--- config.mk ---
export PLATFORM = sky130hd
export DESIGN_NAME = trimmed_fnv1a64_identity_hash_flat
export DESIGN_NICKNAME = d
export VERILOG_FILES = /design/src/rtl/tfnv_pkg.sv /design/src/rtl/tfnv_if.sv /design/src/rtl/trimmed_fnv1a64_identity_hash.sv /design/src/rtl/tfnv_hash_core.sv /design/src/flat_wrapper.sv
export VERILOG_INCLUDE_DIRS = /design/src /design/src/rtl
export SDC_FILE = /design/constraint.sdc
export NUM_CORES = 1
export LEC_CHECK = 0
export ABC_AREA = 1
export BUFFER_PORTS_ARGS = -buffer_cell sky130_fd_sc_hd__buf_2
export CAP_MARGIN = 40
export CORE_MARGIN = 4
export CORE_UTILIZATION = 55
export DETAILED_ROUTE_END_ITERATION = 10
export PLACE_DENSITY_LB_ADDON = 0.3
export SETUP_SLACK_MARGIN = 0.02
export SKIP_CTS_REPAIR_TIMING = 1
export SLEW_MARGIN = 20
export SYNTH_ARGS = -nofsm -noshare
export SYNTH_HDL_FRONTEND = slang
export SYNTH_SLANG_ARGS = --single-unit
--- constraint.sdc ---
create_clock -name clk -period 14.2 [get_ports clk]
set_clock_uncertainty 0.2 [all_clocks]
set_input_delay 2.13 -clock clk [delete_from_list [all_inputs] [get_ports clk]]
set_output_delay 2.13 -clock clk [all_outputs]
set_load 0.03 [all_outputs]
--- src/rtl/trimmed_fnv1a64_identity_hash_assert.svh ---
// Assertion macros for the trimmed FNV-1a identity hash.
// Each macro expects clk and arst_n in the scope where it is used.
`ifndef TRIMMED_FNV1A64_IDENTITY_HASH_ASSERT_SVH
`define TRIMMED_FNV1A64_IDENTITY_HASH_ASSERT_SVH
`ifndef ASSERT_OFF
// Same-cycle implication.
`define TFNV_ASSERT_IMP(lbl, ante, cons, msg) \
	lbl: assert property (@(posedge clk) disable iff (!arst_n) (ante) |-> (cons)) \
		else $error(msg);
// Next-cycle implication.
`define TFNV_ASSERT_NXT(lbl, ante, cons, msg) \
	lbl: assert property (@(posedge clk) disable iff (!arst_n) (ante) |=> (cons)) \
		else $error(msg);
`else
`define TFNV_ASSERT_IMP(lbl, ante, cons, msg)
`define TFNV_ASSERT_NXT(lbl, ante, cons, msg)
`endif
`endif

--- src/rtl/tfnv_pkg.sv ---
package tfnv_pkg;

	localparam int ID_W = 63;

	localparam logic [63:0]     FNV_OFFSET  = 64'h1465_0FB0_739D_0383;
	localparam logic [ID_W-1:0] SENTINEL_ID = ID_W'(999);
	localparam logic [ID_W-1:0] SAFE_ID     = ID_W'(1);
	localparam logic [7:0]      SPACE_LIMIT = 8'h20;

	// One input item
	typedef struct packed {
		logic [7:0] data_byte;
		logic       has_byte;
		logic       last;
	} item_t;

	// One result item
	typedef struct packed {
		logic [ID_W-1:0] player_id;
		logic            is_empty;
	} result_t;

	// FNV-1a step: xor the byte in, then multiply by the prime 2^40 + 0x1B3.
	// The multiply is a fixed shift-add.
	function automatic logic [63:0] fnv_mix(logic [63:0] h, logic [7:0] b);
		logic [63:0] x;
		x = h ^ {56'd0, b};
		return (x << 40) + (x << 8) + (x << 7) + (x << 5) + (x << 4) + (x << 1) + x;
	endfunction

endpackage

--- src/rtl/tfnv_if.sv ---
// Input channel: one string byte per item
interface tfnv_in_if import tfnv_pkg::*; ();
	logic       valid;
	logic       ready;
	logic [7:0] data_byte;
	logic       has_byte;
	logic       last;

	modport source (output valid, data_byte, has_byte, last, input ready);
	modport sink   (input valid, data_byte, has_byte, last, output ready);
endinterface

// Output channel: one identity hash per string
interface tfnv_out_if import tfnv_pkg::*; ();
	logic            valid;
	logic            ready;
	logic [ID_W-1:0] player_id;
	logic            is_empty;

	modport source (output valid, player_id, is_empty, input ready);
	modport sink   (input valid, player_id, is_empty, output ready);
endinterface

--- src/rtl/trimmed_fnv1a64_identity_hash.sv ---
// Trimmed FNV-1a 64-bit identity hash. Send a string one byte per item and
// mark its final item with last; bytes at or below 0x20 are trimmed at both
// ends. One result follows each last item: the 63-bit hash (0 and 999 map to
// 1), or 0 with is_empty set for an empty or all-whitespace string. An item
// with has_byte low carries no byte and may end an empty string. The block
// takes one item per cycle; that rate is set by the hash state loop, which
// does the xor and the shift-add multiply by the FNV prime combinationally. A
// result passes the input register and then the output register after its
// last item is accepted, and the input stalls only while a finished result
// waits on the output.
`include "trimmed_fnv1a64_identity_hash_assert.svh"

module trimmed_fnv1a64_identity_hash import tfnv_pkg::*; (
	input  logic              clk,
	input  logic              arst_n,
	tfnv_in_if.sink           in_ch,
	tfnv_out_if.source        out_ch
);

	item_t   item_s1;
	logic    vld_s1;
	logic    out_vld_q;
	result_t res_q;
	result_t res_nx;
	logic    out_free;
	logic    s1_go;

	// Handshake: the stage moves unless a last item meets a full output
	assign out_free    = !out_vld_q || out_ch.ready;
	assign s1_go       = vld_s1 && (!item_s1.last || out_free);
	assign in_ch.ready = !vld_s1 || s1_go;

	// Input register
	always_ff @(posedge clk or negedge arst_n) begin
		if (!arst_n) begin
			vld_s1 <= 1'b0;
		end else if (in_ch.ready) begin
			vld_s1 <= in_ch.valid;
		end
	end

	always_ff @(posedge clk) begin
		if (in_ch.valid && in_ch.ready) begin
			item_s1.data_byte <= in_ch.data_byte;
			item_s1.has_byte  <= in_ch.has_byte;
			item_s1.last      <= in_ch.last;
		end
	end

	tfnv_hash_core u_core (
		.clk    (clk),
		.arst_n (arst_n),
		.item   (item_s1),
		.fire   (s1_go),
		.result (res_nx)
	);

	// Output register
	always_ff @(posedge clk or negedge arst_n) begin
		if (!arst_n) begin
			out_vld_q <= 1'b0;
		end else if (s1_go && item_s1.last) begin
			out_vld_q <= 1'b1;
		end else if (out_ch.ready) begin
			out_vld_q <= 1'b0;
		end
	end

	always_ff @(posedge clk) begin
		if (s1_go && item_s1.last) begin
			res_q <= res_nx;
		end
	end

	assign out_ch.valid     = out_vld_q;
	assign out_ch.player_id = res_q.player_id;
	assign out_ch.is_empty  = res_q.is_empty;

	`TFNV_ASSERT_IMP(a_empty_zero, out_ch.valid && out_ch.is_empty,
		out_ch.player_id == '0, "empty result with nonzero id")
	`TFNV_ASSERT_IMP(a_id_legal, out_ch.valid && !out_ch.is_empty,
		out_ch.player_id != '0 && out_ch.player_id != SENTINEL_ID, "reserved id on output")
	`TFNV_ASSERT_NXT(a_last_result, s1_go && item_s1.last, out_ch.valid,
		"last item gave no result")

endmodule

--- src/rtl/tfnv_hash_core.sv ---
`include "trimmed_fnv1a64_identity_hash_assert.svh"

module tfnv_hash_core import tfnv_pkg::*; (
	input  logic    clk,
	input  logic    arst_n,
	input  item_t   item,
	input  logic    fire,
	output result_t result
);

	logic        seen_q;
	logic [63:0] run_q;
	logic [63:0] com_q;

	logic        is_content;
	logic        is_inner_ws;
	logic [63:0] mixed;
	logic [63:0] run_nx;
	logic [63:0] com_nx;
	logic        seen_nx;
	logic [ID_W-1:0] id_raw;

	// Classify the byte and advance the hash
	always_comb begin
		is_content  = item.has_byte && (item.data_byte > SPACE_LIMIT);
		is_inner_ws = item.has_byte && !is_content && seen_q;
		mixed       = fnv_mix(run_q, item.data_byte);
		run_nx      = (is_content || is_inner_ws) ? mixed : run_q;
		com_nx      = is_content ? mixed : com_q;
		seen_nx     = seen_q || is_content;
	end

	// Result from the committed hash, valid when the item is last
	always_comb begin
		id_raw = com_nx[ID_W-1:0];
		if (!seen_nx) begin
			result.player_id = '0;
			result.is_empty  = 1'b1;
		end else if (id_raw == '0 || id_raw == SENTINEL_ID) begin
			result.player_id = SAFE_ID;
			result.is_empty  = 1'b0;
		end else begin
			result.player_id = id_raw;
			result.is_empty  = 1'b0;
		end
	end

	// Hash state; a last item returns it to the start value
	always_ff @(posedge clk or negedge arst_n) begin
		if (!arst_n) begin
			seen_q <= 1'b0;
			run_q  <= FNV_OFFSET;
			com_q  <= FNV_OFFSET;
		end else if (fire) begin
			if (item.last) begin
				seen_q <= 1'b0;
				run_q  <= FNV_OFFSET;
				com_q  <= FNV_OFFSET;
			end else begin
				seen_q <= seen_nx;
				run_q  <= run_nx;
				com_q  <= com_nx;
			end
		end
	end

	`TFNV_ASSERT_NXT(a_restart, fire && item.last, !seen_q && run_q == FNV_OFFSET && com_q == FNV_OFFSET, "hash state not restarted after last item")
	`TFNV_ASSERT_NXT(a_nobyte_hold, fire && !item.has_byte && !item.last, run_q == $past(run_q) && com_q == $past(com_q), "item without byte changed the hash")
	`TFNV_ASSERT_IMP(a_commit_seen, seen_q == 1'b0, run_q == FNV_OFFSET, "running hash moved before any content byte")

endmodule

--- src/flat_wrapper.sv ---
// flat-port wrapper written by rule: the top's interface ports become plain ports
module trimmed_fnv1a64_identity_hash_flat import tfnv_pkg::*;
  (clk, arst_n, in_ch_valid, in_ch_data_byte, in_ch_has_byte, in_ch_last, in_ch_ready, out_ch_valid, out_ch_player_id, out_ch_is_empty, out_ch_ready);
  tfnv_in_if in_ch_i ();
  tfnv_out_if out_ch_i ();
  input  logic clk;
  input  logic arst_n;
  input wire logic [$bits(in_ch_i.valid)-1:0] in_ch_valid;
  input wire logic [$bits(in_ch_i.data_byte)-1:0] in_ch_data_byte;
  input wire logic [$bits(in_ch_i.has_byte)-1:0] in_ch_has_byte;
  input wire logic [$bits(in_ch_i.last)-1:0] in_ch_last;
  output wire logic [$bits(in_ch_i.ready)-1:0] in_ch_ready;
  output wire logic [$bits(out_ch_i.valid)-1:0] out_ch_valid;
  output wire logic [$bits(out_ch_i.player_id)-1:0] out_ch_player_id;
  output wire logic [$bits(out_ch_i.is_empty)-1:0] out_ch_is_empty;
  input wire logic [$bits(out_ch_i.ready)-1:0] out_ch_ready;
  assign in_ch_i.valid = in_ch_valid;
  assign in_ch_i.data_byte = in_ch_data_byte;
  assign in_ch_i.has_byte = in_ch_has_byte;
  assign in_ch_i.last = in_ch_last;
  assign in_ch_ready = in_ch_i.ready;
  assign out_ch_valid = out_ch_i.valid;
  assign out_ch_player_id = out_ch_i.player_id;
  assign out_ch_is_empty = out_ch_i.is_empty;
  assign out_ch_i.ready = out_ch_ready;
  trimmed_fnv1a64_identity_hash u_core (.clk(clk), .arst_n(arst_n), .in_ch(in_ch_i), .out_ch(out_ch_i));
endmodule
==> metrics.txt, run 1 <==
# TYPE chip_impl_metric gauge
chip_impl_metric{name="detail_route.first_pass.iterations",unit=""} 6
chip_impl_metric{name="drt_iter0_markers",unit=""} 1607
chip_impl_info{name="layout.cells.most_common",value="sky130_fd_sc_hd__inv_1"} 1
chip_impl_metric{name="r2r.worst_path.cells",unit=""} 25
chip_impl_metric{name="fp.dieW",unit="um"} 204.3
chip_impl_metric{name="vias_per_cell",unit=""} 5.322
chip_impl_metric{name="synth-edff-count",unit=""} 74
chip_impl_info{name="startpoint",value="u_core.item_s1[2]$_DFFE_PP_"} 1
chip_impl_metric{name="cts.sink_count",unit=""} 203
chip_impl_metric{name="yosysWarningCount",unit=""} 0
chip_impl_metric{name="antenna_cells",unit=""} 0
chip_impl_metric{name="timing_worst_slew_pin_value",unit="ns"} 0.8036
chip_impl_metric{name="post-route-drc-count",unit=""} 0
chip_impl_metric{name="detailroute.via_count",unit=""} 18160
chip_impl_metric{name="worstPathArrival",unit="ns"} 7.57
chip_impl_metric{name="final.setup.worst_slack",unit="ns"} 6.722
chip_impl_metric{name="critical_path.max_fanout",unit=""} 46
chip_impl_metric{name="die-area",unit="um2"} 41750
chip_impl_metric{name="timing_max_transition_violations_final",unit=""} 0
chip_impl_metric{name="synth-async-reset-ratio",unit="%"} 63.55
chip_impl_info{name="timing.critical_path.to_type",value="register"} 1
chip_impl_metric{name="synth_seq_cells",unit=""} 203
chip_impl_metric{name="place_congestion",unit=""} 0.9930
chip_impl_metric{name="clock_path_buffers",unit=""} 3
chip_impl_metric{name="fin_tns_setup",unit="ns"} 0
chip_impl_metric{name="port-buffer-count",unit=""} 79
chip_impl_info{name="r2r_start",value="u_core.item_s1[2]$_DFFE_PP_"} 1
chip_impl_metric{name="worst_skew_pair.late_latency",unit="ns"} 0.55
chip_impl_metric{name="rows",unit=""} 71
chip_impl_metric{name="period_minus_slack",unit="ns"} 7.478
chip_impl_metric{name="ios",unit=""} 80
chip_impl_metric{name="max_freq",unit="GHz"} 0.1337
chip_impl_metric{name="ys_types",unit=""} 43
chip_impl_metric{name="global_route_wire_length_before_repair",unit="um"} 106900
chip_impl_metric{name="multi_input_gate_area_in_the_final_layout",unit="um2"} 12420
chip_impl_metric{name="reg2reg_slack",unit="ns"} 6.72
chip_impl_metric{name="initial_utilization",unit="%"} 56.02
chip_impl_metric{name="cts_made_buffers",unit=""} 24
chip_impl_metric{name="hold_viol",unit=""} 0
chip_impl_info{name="holdCritStartpoint",value="u_core.u_core.com_q[6]$_DFFE_PN0P_"} 1
chip_impl_metric{name="preCtsSetupSlack",unit="ns"} 6.582
chip_impl_metric{name="grt_start_max_net_pins",unit=""} 66
chip_impl_info{name="critical_path.endpoint",value="u_core.out_ch.player_id[46]$_SDFFCE_PP0P_"} 1
chip_impl_metric{name="finish.net_count",unit=""} 3237
chip_impl_info{name="status",value="finished clean"} 1
chip_impl_metric{name="clkSlewWorstSetupHoldPaths",unit="ns"} 0.06
chip_impl_metric{name="syn-cell-area",unit="um2"} 21200
chip_impl_metric{name="grt_pass1_vias",unit=""} 18160
chip_impl_metric{name="fillerInstances",unit=""} 3461
chip_impl_metric{name="postRouteWirelength",unit="um"} 69500
chip_impl_info{name="tritoncts",value="done"} 1
chip_impl_metric{name="chipHeight",unit="um"} 204.3
chip_impl_info{name="cp_startpoint_kind",value="register"} 1
chip_impl_metric{name="worstPathRequired",unit="ns"} 14.29
chip_impl_info{name="grt_setup_unrepaired",value="false"} 1
chip_impl_info{name="synth-main-ff-cell",value="sky130_fd_sc_hd__edfxtp_1"} 1
chip_impl_metric{name="routedWlPerCell",unit="um"} 20.37
chip_impl_metric{name="setup_viol",unit=""} 0
chip_impl_metric{name="period_share",unit="%"} 52.66
chip_impl_metric{name="slew-limit-headroom",unit="%"} 45.86
chip_impl_info{name="clk_root_buffer_cell",value="sky130_fd_sc_hd__clkbuf_16"} 1
chip_impl_metric{name="dp_hpwl",unit="um"} 56810
chip_impl_metric{name="grt_util_all_layers",unit="%"} 33.87
chip_impl_info{name="setup.worst_path.class",value="register to register"} 1
chip_impl_metric{name="postSynthCellCount",unit=""} 2802
chip_impl_metric{name="drive_above_1_share",unit="%"} 10.17
chip_impl_metric{name="syn_to_final_growth",unit="%"} 8.628
chip_impl_metric{name="max_cap_violations",unit=""} 0
chip_impl_metric{name="antenna_found_initial",unit=""} 1
chip_impl_metric{name="synth_nets",unit=""} 3156
chip_impl_info{name="holdCritPathClass",value="register to register"} 1
chip_impl_metric{name="final-seq-area",unit="um2"} 5520
chip_impl_metric{name="synth-seq-area-share",unit="%"} 26.04
chip_impl_metric{name="route.antenna.remaining_nets",unit=""} 0
chip_impl_metric{name="h-tree-depth",unit=""} 1
chip_impl_metric{name="core",unit="um2"} 37840
chip_impl_info{name="regToRegEndpoint",value="u_core.out_ch.player_id[46]$_SDFFCE_PP0P_"} 1
chip_impl_info{name="layout_common_cells",value="sky130_fd_sc_hd__inv_1, sky130_fd_sc_hd__nand2_1, sky130_fd_sc_hd__fa_1"} 1
chip_impl_metric{name="grt-ovfl-total",unit=""} 0
chip_impl_metric{name="avgSynthCellArea",unit="um2"} 7.567
-- logic make-up after synthesis --
logic type / Yosys count / share of synthesized area, %
flops: 203 / 26.04
xor+xnor: 43 / 1.776
simple gates: 1150 / 22.79
compound gates: 215 / 5.612
buf+inv: 851 / 15.40
fa+ha+maj: 340 / 28.39
-- area by class of cell --
class                      count  area share (%)
clock buffer                  29           2.776
clock inverter                15          0.5813
inverter                     809           13.19
multi-input combinational   1748           53.94
sequential                   203           23.97
tap                          511           2.776
timing repair buffer          97           2.765
-- sequential cells by signal, summed over array words and instances (netlist names) --
| name | count |
|---|---|
| u_core.out_ch.is_empty | 1 |
| u_core.out_ch.player_id | 63 |
| u_core.item_s1 | 10 |
| u_core.u_core.run_q | 63 |
| u_core.vld_s1 | 1 |
| u_core.u_core.com_q | 63 |
| u_core.u_core.seen_q | 1 |
| u_core.out_ch.valid | 1 |
-- Yosys cell counts, drive strengths merged, types with 19 or more instances --
master | count | share of area [%]
inv | 808 | 14
a21oi | 42 | 0.99
xnor2 | 19 | 0.78
xor2 | 24 | 0.99
nand4 | 19 | 0.56
clkbuf | 25 | 0.44
fa | 235 | 22
dfrtp | 73 | 8.6
dfstp | 56 | 6.9
o21ai | 110 | 2.6
nand3 | 120 | 3.0
edfxtp | 74 | 10
ha | 105 | 6.2
nor2 | 200 | 4.3
o22ai | 46 | 1.4
nand2 | 776 | 14
-- metal layers --
| metal | GRT usage, % | routed length, um | vias up |
|---|---|---|---|
| met2 | 50.01 | 29110 | 812 |
| met3 | 6.744 | 6900 | 126 |
| met5 | 0 | 0 | - |
| met1 | 50.05 | 30250 | 8779 |
| met4 | 12.13 | 3239 | 0 |
| li1 | - | - | 8442 |
-- per-stage QoR --
stage	hold slack, ns	cells	area (um2)	utilization (%)
3_3_place_gp	0.2620	3360	22100	58.39
4_1_cts	0.2833	3408	22970	60.71
6_report	0.2852	3412	23030	60.86
2_1_floorplan	0.2479	2802	21200	-
5_1_grt	0.3225	3412	23030	60.86
3_5_place_dp	0.2679	3364	22200	58.66
-- worst min-delay path by stage --
stage | endpoint | slack, ns | cells after the start
after floorplan | u_core.u_core.com_q[10]$_DFFE_PN0P_ | 0.25 | 2
after global placement | u_core.u_core.com_q[12]$_DFFE_PN0P_ | 0.26 | 2
after detailed placement | u_core.u_core.com_q[14]$_DFFE_PN0P_ | 0.27 | 2
after CTS | u_core.u_core.com_q[14]$_DFFE_PN0P_ | 0.28 | 2
after global routing | u_core.u_core.com_q[19]$_DFFE_PN1P_ | 0.32 | 2
final | u_core.u_core.com_q[6]$_DFFE_PN0P_ | 0.29 | 2
-- worst max-delay path, cell delays in order, from the launching register on --
cell,delay (ns)
sky130_fd_sc_hd__edfxtp_1,0.41
sky130_fd_sc_hd__xnor2_1,0.42
sky130_fd_sc_hd__inv_1,0.38
sky130_fd_sc_hd__fa_1,0.57
sky130_fd_sc_hd__fa_1,0.49
sky130_fd_sc_hd__inv_1,0.05
sky130_fd_sc_hd__fa_1,0.47
sky130_fd_sc_hd__inv_1,0.05
sky130_fd_sc_hd__fa_1,0.44
sky130_fd_sc_hd__ha_1,0.51
sky130_fd_sc_hd__nand2_1,0.17
sky130_fd_sc_hd__nor2_2,0.19
sky130_fd_sc_hd__nand2_1,0.18
sky130_fd_sc_hd__nor3_2,0.45
sky130_fd_sc_hd__nand3_1,0.31
sky130_fd_sc_hd__nand4_1,0.20
sky130_fd_sc_hd__nand3_1,0.15
sky130_fd_sc_hd__nand2_1,0.15
sky130_fd_sc_hd__nand2_1,0.07
sky130_fd_sc_hd__nor2_1,0.11
sky130_fd_sc_hd__nand2_1,0.07
sky130_fd_sc_hd__nor2_1,0.20
sky130_fd_sc_hd__nand3_1,0.19
sky130_fd_sc_hd__nand3_4,0.36
sky130_fd_sc_hd__buf_16,0.30
sky130_fd_sc_hd__nor2_1,0.08
Power of run 1 is left out: the tool's default activity adds up to more than one toggle a clock period on the data nets, which glitch-free logic cannot reach.
==> run 2, diff against run 1 <==
ABC_AREA = 0   (was 1)
clock period = 6.4 ns   (was 14.2 ns; I/O delays follow)
==> metrics.txt, run 2 <==
# TYPE chip_impl_metric gauge
chip_impl_info{name="status",value="finished with violations"} 1
chip_impl_info{name="violations",value="setup timing"} 1
chip_impl_metric{name="worstPathRequired",unit="ns"} 6.51
chip_impl_metric{name="place_congestion",unit=""} 0.9770
chip_impl_metric{name="drive_above_1_share",unit="%"} 33.65
chip_impl_metric{name="slew-limit-headroom",unit="%"} 41.74
chip_impl_metric{name="port-buffer-count",unit=""} 79
chip_impl_metric{name="dp_hpwl",unit="um"} 53720
chip_impl_metric{name="synthAdderAreaFrac",unit="%"} 30.47
chip_impl_metric{name="final_util",unit="%"} 73.91
chip_impl_metric{name="finish.net_count",unit=""} 2950
chip_impl_metric{name="fp.dieW",unit="um"} 198.1
chip_impl_metric{name="synthMuxAreaShare",unit="%"} 0.8055
chip_impl_metric{name="synth-async-reset-ratio",unit="%"} 63.55
chip_impl_info{name="setup.worst_path.class",value="register to register"} 1
chip_impl_metric{name="die-area",unit="um2"} 39260
chip_impl_metric{name="vias_per_cell",unit=""} 5.921
chip_impl_info{name="clk_root_buffer_cell",value="sky130_fd_sc_hd__clkbuf_16"} 1
chip_impl_info{name="regToRegEndpoint",value="u_core.out_ch.player_id[26]$_SDFFCE_PP0P_"} 1
chip_impl_info{name="cp_startpoint_kind",value="register"} 1
chip_impl_info{name="synth.most_common_cell",value="sky130_fd_sc_hd__inv_1"} 1
chip_impl_metric{name="antenna_cells",unit=""} 0
chip_impl_metric{name="rows",unit=""} 69
chip_impl_metric{name="route.antenna.remaining_nets",unit=""} 0
chip_impl_metric{name="cts.sink_count",unit=""} 203
chip_impl_metric{name="initial_utilization",unit="%"} 55.76
chip_impl_metric{name="ys_types",unit=""} 92
chip_impl_info{name="layout_common_cells",value="sky130_fd_sc_hd__buf_4, sky130_fd_sc_hd__inv_1, sky130_fd_sc_hd__fa_1"} 1
chip_impl_info{name="timing.critical_path.max_delay_family",value="simple AND/OR/NAND/NOR gates"} 1
chip_impl_metric{name="cts_made_buffers",unit=""} 25
chip_impl_metric{name="period_share",unit="%"} 109.7
chip_impl_metric{name="chipHeight",unit="um"} 198.1
chip_impl_info{name="tritoncts",value="done"} 1
chip_impl_metric{name="synth-seq-area-share",unit="%"} 27.76
chip_impl_metric{name="worst_skew_pair.late_latency",unit="ns"} 0.57
chip_impl_info{name="grt_setup_unrepaired",value="true"} 1
chip_impl_info{name="holdCritPathClass",value="input port to async pin"} 1
chip_impl_metric{name="period_minus_slack",unit="ns"} 7.023
chip_impl_metric{name="detailroute.via_count",unit=""} 18210
chip_impl_metric{name="global_route_wire_length_before_repair",unit="um"} 102500
chip_impl_metric{name="routedWlPerCell",unit="um"} 23.02
chip_impl_info{name="synth-main-ff-cell",value="sky130_fd_sc_hd__edfxtp_1"} 1
chip_impl_metric{name="path_buf_inv",unit=""} 8
chip_impl_metric{name="worstPathArrival",unit="ns"} 7.14
chip_impl_metric{name="grt_util_all_layers",unit="%"} 34.16
chip_impl_info{name="synth_top_cell_by_area",value="sky130_fd_sc_hd__fa_1"} 1
chip_impl_info{name="timing.critical_path.to_type",value="register"} 1
chip_impl_metric{name="avgSynthCellArea",unit="um2"} 9.482
chip_impl_metric{name="grt_start_max_net_pins",unit=""} 73
chip_impl_metric{name="post-route-drc-count",unit=""} 0
chip_impl_metric{name="detail_route.first_pass.iterations",unit=""} 5
chip_impl_metric{name="grt_pass1_vias",unit=""} 18560
chip_impl_info{name="synth.top_cells.by_area",value="sky130_fd_sc_hd__fa_1, sky130_fd_sc_hd__edfxtp_1, sky130_fd_sc_hd__dfrtp_1, sky130_fd_sc_hd__dfstp_2, sky130_fd_sc_hd__inv_1"} 1
chip_impl_metric{name="h-tree-depth",unit=""} 1
chip_impl_metric{name="synth_top_area_share",unit="%"} 23.66
chip_impl_info{name="r2r_start",value="u_core.u_core.run_q[0]$_DFFE_PN1P_"} 1
chip_impl_info{name="layout.cells.most_common",value="sky130_fd_sc_hd__buf_4"} 1
chip_impl_metric{name="postRouteWirelength",unit="um"} 70800
chip_impl_metric{name="max_freq",unit="GHz"} 0.1424
chip_impl_metric{name="max_cap_violations",unit=""} 0
chip_impl_metric{name="core",unit="um2"} 35660
chip_impl_metric{name="hold_viol",unit=""} 0
chip_impl_metric{name="yosys.area_share.simple",unit="%"} 12.09
chip_impl_info{name="synth_top_family_by_area",value="adder cells"} 1
chip_impl_metric{name="synth_compound_gate_area_share",unit="%"} 15.98
chip_impl_metric{name="synth_nets",unit=""} 2451
chip_impl_metric{name="antenna_found_initial",unit=""} 1
chip_impl_metric{name="synth-edff-count",unit=""} 74
chip_impl_metric{name="synth_seq_cells",unit=""} 203
chip_impl_metric{name="timing_max_transition_violations_final",unit=""} 0
chip_impl_metric{name="syn_to_final_growth",unit="%"} 32.53
chip_impl_info{name="commonest_cells_in_the_netlist",value="sky130_fd_sc_hd__inv_1, sky130_fd_sc_hd__fa_1, sky130_fd_sc_hd__nand2_1"} 1
chip_impl_info{name="critical_path.slowest_cell",value="sky130_fd_sc_hd__dfstp_2"} 1
chip_impl_metric{name="ios",unit=""} 80
chip_impl_metric{name="syn-cell-area",unit="um2"} 19880
chip_impl_metric{name="setup_viol",unit=""} 53
chip_impl_metric{name="final.setup.worst_slack",unit="ns"} -0.6233
chip_impl_metric{name="r2r.worst_path.cells",unit=""} 27
chip_impl_metric{name="clkSlewWorstSetupHoldPaths",unit="ns"} 0.06
chip_impl_metric{name="reg2reg_slack",unit="ns"} -0.62
chip_impl_metric{name="preCtsSetupSlack",unit="ns"} -0.6985
chip_impl_metric{name="grt-ovfl-total",unit=""} 0
chip_impl_metric{name="yosys.area_share.xor_xnor",unit="%"} 3.876
chip_impl_metric{name="cpPeakStageDelay",unit="ns"} 0.58
chip_impl_metric{name="clock_path_buffers",unit=""} 3
chip_impl_metric{name="yosysWarningCount",unit=""} 0
chip_impl_metric{name="drt_iter0_markers",unit=""} 1581
chip_impl_metric{name="postSynthCellCount",unit=""} 2097
chip_impl_metric{name="critical_path.max_fanout",unit=""} 8
chip_impl_metric{name="timing_worst_slew_pin_value",unit="ns"} 0.8707
run 2: metrics by stage:
stage               setup TNS [ns]  std cells  instance area, um2  hold WS (ns)
floorplan                   -3.554       2097               19990        0.2492
global placement            -30.84       2973               23880        0.2583
detailed placement          -35.43       2976               23950        0.2743
CTS                         -36.94       3022               24750        0.2719
global route                -37.97       3076               26350        0.3027
finish                      -31.60       3076               26350        0.2602
run 2: worst max-delay path by stage:
| stage | from | end | slack [ns] | depth (start not counted) |
|---|---|---|---|---|
| 3_3_place_gp | u_core.u_core.run_q[7]$_DFFE_PN1P_ | u_core.out_ch.player_id[24]$_SDFFCE_PP0P_ | -0.61 | 23 |
| 6_report | u_core.u_core.run_q[0]$_DFFE_PN1P_ | u_core.out_ch.player_id[26]$_SDFFCE_PP0P_ | -0.62 | 27 |
| 5_1_grt | u_core.item_s1[8]$_DFFE_PP_ | u_core.out_ch.player_id[26]$_SDFFCE_PP0P_ | -0.74 | 25 |
| 3_5_place_dp | u_core.u_core.run_q[7]$_DFFE_PN1P_ | u_core.out_ch.player_id[24]$_SDFFCE_PP0P_ | -0.70 | 23 |
| 2_1_floorplan | u_core.u_core.run_q[16]$_DFFE_PN1P_ | u_core.out_ch.player_id[19]$_SDFFCE_PP0P_ | -0.1 | 23 |
| 4_1_cts | u_core.u_core.run_q[7]$_DFFE_PN1P_ | u_core.out_ch.player_id[24]$_SDFFCE_PP0P_ | -0.73 | 23 |
run 2: logic make-up (layout without fill, tap and decap cells):
family / after synthesis / in the layout
AOI/OAI and AO/OA: 482 / 482
xor gates and xnor gates: 88 / 88
adders and majority gates: 344 / 344
buffers and inverters: 458 / 976
DFF: 203 / 203
muxes: 15 / 15
and+or+nand+nor: 507 / 507
run 2: routing by layer:
metal | global-route usage [%] | part of all wire (%) | up-vias | wire length (um)
li1 | - | - | 7930 | -
met1 | 41.38 | 35 | 9043 | 24770
met2 | 58.57 | 50 | 916 | 35050
met4 | 19.97 | 8.1 | 4 | 5717
met3 | 4.577 | 7.4 | 321 | 5238
met5 | 0 | 0.031 | - | 22
run 2: cell type report:
type,count,area (um2)
multi-input combinational,1436,13740
fill,2452,9304
sequential,203,5520
timing repair buffer,557,4293
inverter,373,1419
clock buffer,34,679.4
tap,461,576.8
clock inverter,12,121.4
run 2: worst register-to-register path, cell delays in order, from the launching register on:
cell and delay, ns:
sky130_fd_sc_hd__dfstp_2 0.58, sky130_fd_sc_hd__xnor2_4 0.14, sky130_fd_sc_hd__inv_2 0.09, sky130_fd_sc_hd__ha_4 0.26, sky130_fd_sc_hd__buf_4 0.15, sky130_fd_sc_hd__xor2_1 0.17
sky130_fd_sc_hd__fa_1 0.48, sky130_fd_sc_hd__inv_1 0.06, sky130_fd_sc_hd__fa_1 0.52, sky130_fd_sc_hd__inv_1 0.09, sky130_fd_sc_hd__ha_4 0.29, sky130_fd_sc_hd__ha_4 0.21
sky130_fd_sc_hd__and2_4 0.14, sky130_fd_sc_hd__a221o_1 0.35, sky130_fd_sc_hd__nor2_2 0.15, sky130_fd_sc_hd__xnor2_2 0.10, sky130_fd_sc_hd__or4_4 0.44, sky130_fd_sc_hd__nor4_4 0.32
sky130_fd_sc_hd__buf_4 0.18, sky130_fd_sc_hd__a31oi_4 0.05, sky130_fd_sc_hd__nor4bb_2 0.36, sky130_fd_sc_hd__buf_4 0.17, sky130_fd_sc_hd__and4b_1 0.20, sky130_fd_sc_hd__nand4b_1 0.20
sky130_fd_sc_hd__o41ai_4 0.38, sky130_fd_sc_hd__buf_6 0.24, sky130_fd_sc_hd__clkbuf_16 0.21, sky130_fd_sc_hd__nor2_2 0.04
Power of run 2 is left out for the same reason.
==> run 3, diff against run 2 <==
clock period = 7.75 ns   (was 6.4 ns; I/O delays follow)
==> metrics.txt, run 3 (synthesis results as in run 2) <==
# TYPE chip_impl_metric gauge
chip_impl_metric{name="timing_worst_slew_pin_value",unit="ns"} 0.8848
chip_impl_metric{name="routedWlPerCell",unit="um"} 23.62
chip_impl_metric{name="postRouteWirelength",unit="um"} 62880
chip_impl_metric{name="fillerInstances",unit=""} 3045
chip_impl_metric{name="finish.instance_area",unit="um2"} 22050
chip_impl_metric{name="post-route-drc-count",unit=""} 0
chip_impl_metric{name="grt_util_all_layers",unit="%"} 32.63
chip_impl_metric{name="critical_path.max_fanout",unit=""} 24
chip_impl_info{name="cp_startpoint_kind",value="register"} 1
chip_impl_metric{name="place_congestion",unit=""} 0.9711
chip_impl_metric{name="antenna_cells",unit=""} 0
chip_impl_metric{name="core",unit="um2"} 35660
chip_impl_metric{name="max_cap_violations",unit=""} 0
chip_impl_metric{name="grt_start_max_net_pins",unit=""} 77
chip_impl_metric{name="drt_iter0_markers",unit=""} 1313
chip_impl_metric{name="cts.sink_count",unit=""} 203
chip_impl_metric{name="fp.dieW",unit="um"} 198.1
chip_impl_info{name="setup.worst_path.class",value="register to register"} 1
chip_impl_metric{name="grt-ovfl-total",unit=""} 0
chip_impl_info{name="layout.cells.most_common",value="sky130_fd_sc_hd__inv_1"} 1
chip_impl_metric{name="grt_pass1_vias",unit=""} 17100
chip_impl_metric{name="detailed_place.area",unit="um2"} 21040
chip_impl_info{name="holdCritPathClass",value="register to register"} 1
chip_impl_metric{name="clkSlewWorstSetupHoldPaths",unit="ns"} 0.06
chip_impl_info{name="clk_root_buffer_cell",value="sky130_fd_sc_hd__clkbuf_16"} 1
chip_impl_metric{name="syn_to_final_growth",unit="%"} 10.91
chip_impl_metric{name="global_route_wire_length_before_repair",unit="um"} 97860
chip_impl_metric{name="worstPathArrival",unit="ns"} 7.54
chip_impl_metric{name="finish.net_count",unit=""} 2535
chip_impl_metric{name="ios",unit=""} 80
chip_impl_info{name="grt_setup_unrepaired",value="false"} 1
chip_impl_metric{name="detailroute.via_count",unit=""} 16050
chip_impl_metric{name="route.antenna.remaining_nets",unit=""} 0
chip_impl_metric{name="slew-limit-headroom",unit="%"} 41.01
chip_impl_info{name="layout_common_cells",value="sky130_fd_sc_hd__inv_1, sky130_fd_sc_hd__fa_1, sky130_fd_sc_hd__nand2_1"} 1
chip_impl_info{name="tritoncts",value="done"} 1
chip_impl_metric{name="die-area",unit="um2"} 39260
chip_impl_metric{name="period_share",unit="%"} 96.08
chip_impl_metric{name="drive_above_1_share",unit="%"} 14.99
chip_impl_metric{name="clock_path_buffers",unit=""} 3
chip_impl_metric{name="timing_max_transition_violations_final",unit=""} 0
chip_impl_metric{name="max_freq",unit="GHz"} 0.1343
chip_impl_metric{name="worstPathRequired",unit="ns"} 7.85
chip_impl_metric{name="chipHeight",unit="um"} 198.1
chip_impl_metric{name="h-tree-depth",unit=""} 1
chip_impl_info{name="status",value="finished clean"} 1
chip_impl_metric{name="dp_hpwl",unit="um"} 50640
chip_impl_metric{name="rows",unit=""} 69
chip_impl_metric{name="fin_tns_setup",unit="ns"} 0
chip_impl_metric{name="setup_viol",unit=""} 0
chip_impl_metric{name="cts_made_buffers",unit=""} 26
chip_impl_metric{name="hold_viol",unit=""} 0
chip_impl_metric{name="antenna_found_initial",unit=""} 0
chip_impl_metric{name="period_minus_slack",unit="ns"} 7.446
chip_impl_metric{name="detail_route.first_pass.iterations",unit=""} 6
chip_impl_metric{name="worst_skew_pair.late_latency",unit="ns"} 0.56
chip_impl_metric{name="vias_per_cell",unit=""} 6.029
chip_impl_metric{name="port-buffer-count",unit=""} 79
chip_impl_metric{name="initial_utilization",unit="%"} 55.76
chip_impl_info{name="timing.critical_path.to_type",value="register"} 1
run 3: cell count changes in the layout (fill, tap and decap cells not counted), sizes merged:
cell	delta
buf	-413
bufinv	+1
clkbuf	-6
clkinv	+1
clkinvlp	-4
inv	+7
run 3: final timing paths:
path	slack, ns	to	cells past startpoint	startpoint
min	0.28	u_core.u_core.com_q[27]$_DFFE_PN0P_	2	u_core.u_core.com_q[27]$_DFFE_PN0P_
min in group asynchronous	0.30	u_core.u_core.run_q[52]$_DFFE_PN0P_	1	arst_n
max in group asynchronous	5.91	u_core.u_core.com_q[11]$_DFFE_PN0P_	2	arst_n
max reg2reg	0.30	u_core.out_ch.player_id[32]$_SDFFCE_PP0P_	22	u_core.u_core.run_q[8]$_DFFE_PN1P_
min reg2reg	0.28	u_core.u_core.com_q[27]$_DFFE_PN0P_	2	u_core.u_core.com_q[27]$_DFFE_PN0P_
max	0.30	u_core.out_ch.player_id[32]$_SDFFCE_PP0P_	22	u_core.u_core.run_q[8]$_DFFE_PN1P_
run 3: routing by layer:
| metal | wire [um] | part of all wire [%] | track usage (%) |
|---|---|---|---|
| met4 | 4440 | 7.1 | 17.78 |
| met1 | 24370 | 39 | 41.70 |
| met3 | 4208 | 6.7 | 4.832 |
| met5 | 0 | 0 | 0 |
| met2 | 29860 | 47 | 53.82 |
run 3: per-stage QoR:
step / util [%] / hold slack [ns] / setup WS (ns) / instances
floorplan: - / 0.2492 / 0.8885 / 2097
global placement: 58.73 / 0.2585 / 0.3398 / 2605
detailed placement: 59.00 / 0.2700 / 0.2623 / 2610
CTS: 61.55 / 0.2830 / 0.2360 / 2658
global route: 61.85 / 0.3033 / 0.03082 / 2662
finish: 61.85 / 0.2824 / 0.3038 / 2662
run 3: cell type report:
cell class / count / area, um2 / area share, %
inverters: 373 / 1400 / 6.349
clock inverters: 17 / 201.4 / 0.9135
clock buffers: 31 / 710.7 / 3.223
repair buffers: 141 / 1008 / 4.573
well taps: 461 / 576.8 / 2.616
flip-flops and latches: 203 / 5520 / 25.03
multi-input cells: 1436 / 12630 / 57.29
run 3: worst max-delay path: stages (launching register included):
cell and delay (ns):
sky130_fd_sc_hd__dfstp_2 0.63, sky130_fd_sc_hd__inv_1 0.24, sky130_fd_sc_hd__fa_1 0.59, sky130_fd_sc_hd__inv_1 0.05, sky130_fd_sc_hd__fa_1 0.48, sky130_fd_sc_hd__inv_1 0.05, sky130_fd_sc_hd__fa_1 0.48, sky130_fd_sc_hd__inv_1 0.04
sky130_fd_sc_hd__ha_1 0.27, sky130_fd_sc_hd__ha_1 0.50, sky130_fd_sc_hd__nand4_2 0.30, sky130_fd_sc_hd__nor3_1 0.23, sky130_fd_sc_hd__o211ai_1 0.15, sky130_fd_sc_hd__and3_1 0.28, sky130_fd_sc_hd__o31a_1 0.36, sky130_fd_sc_hd__xnor2_1 0.17
sky130_fd_sc_hd__o31a_1 0.26, sky130_fd_sc_hd__nor4bb_1 0.59, sky130_fd_sc_hd__and4b_1 0.31, sky130_fd_sc_hd__nand4b_1 0.17, sky130_fd_sc_hd__o41ai_4 0.47, sky130_fd_sc_hd__buf_12 0.27, sky130_fd_sc_hd__nor2b_1 0.08
Power of run 3 is left out for the same reason.
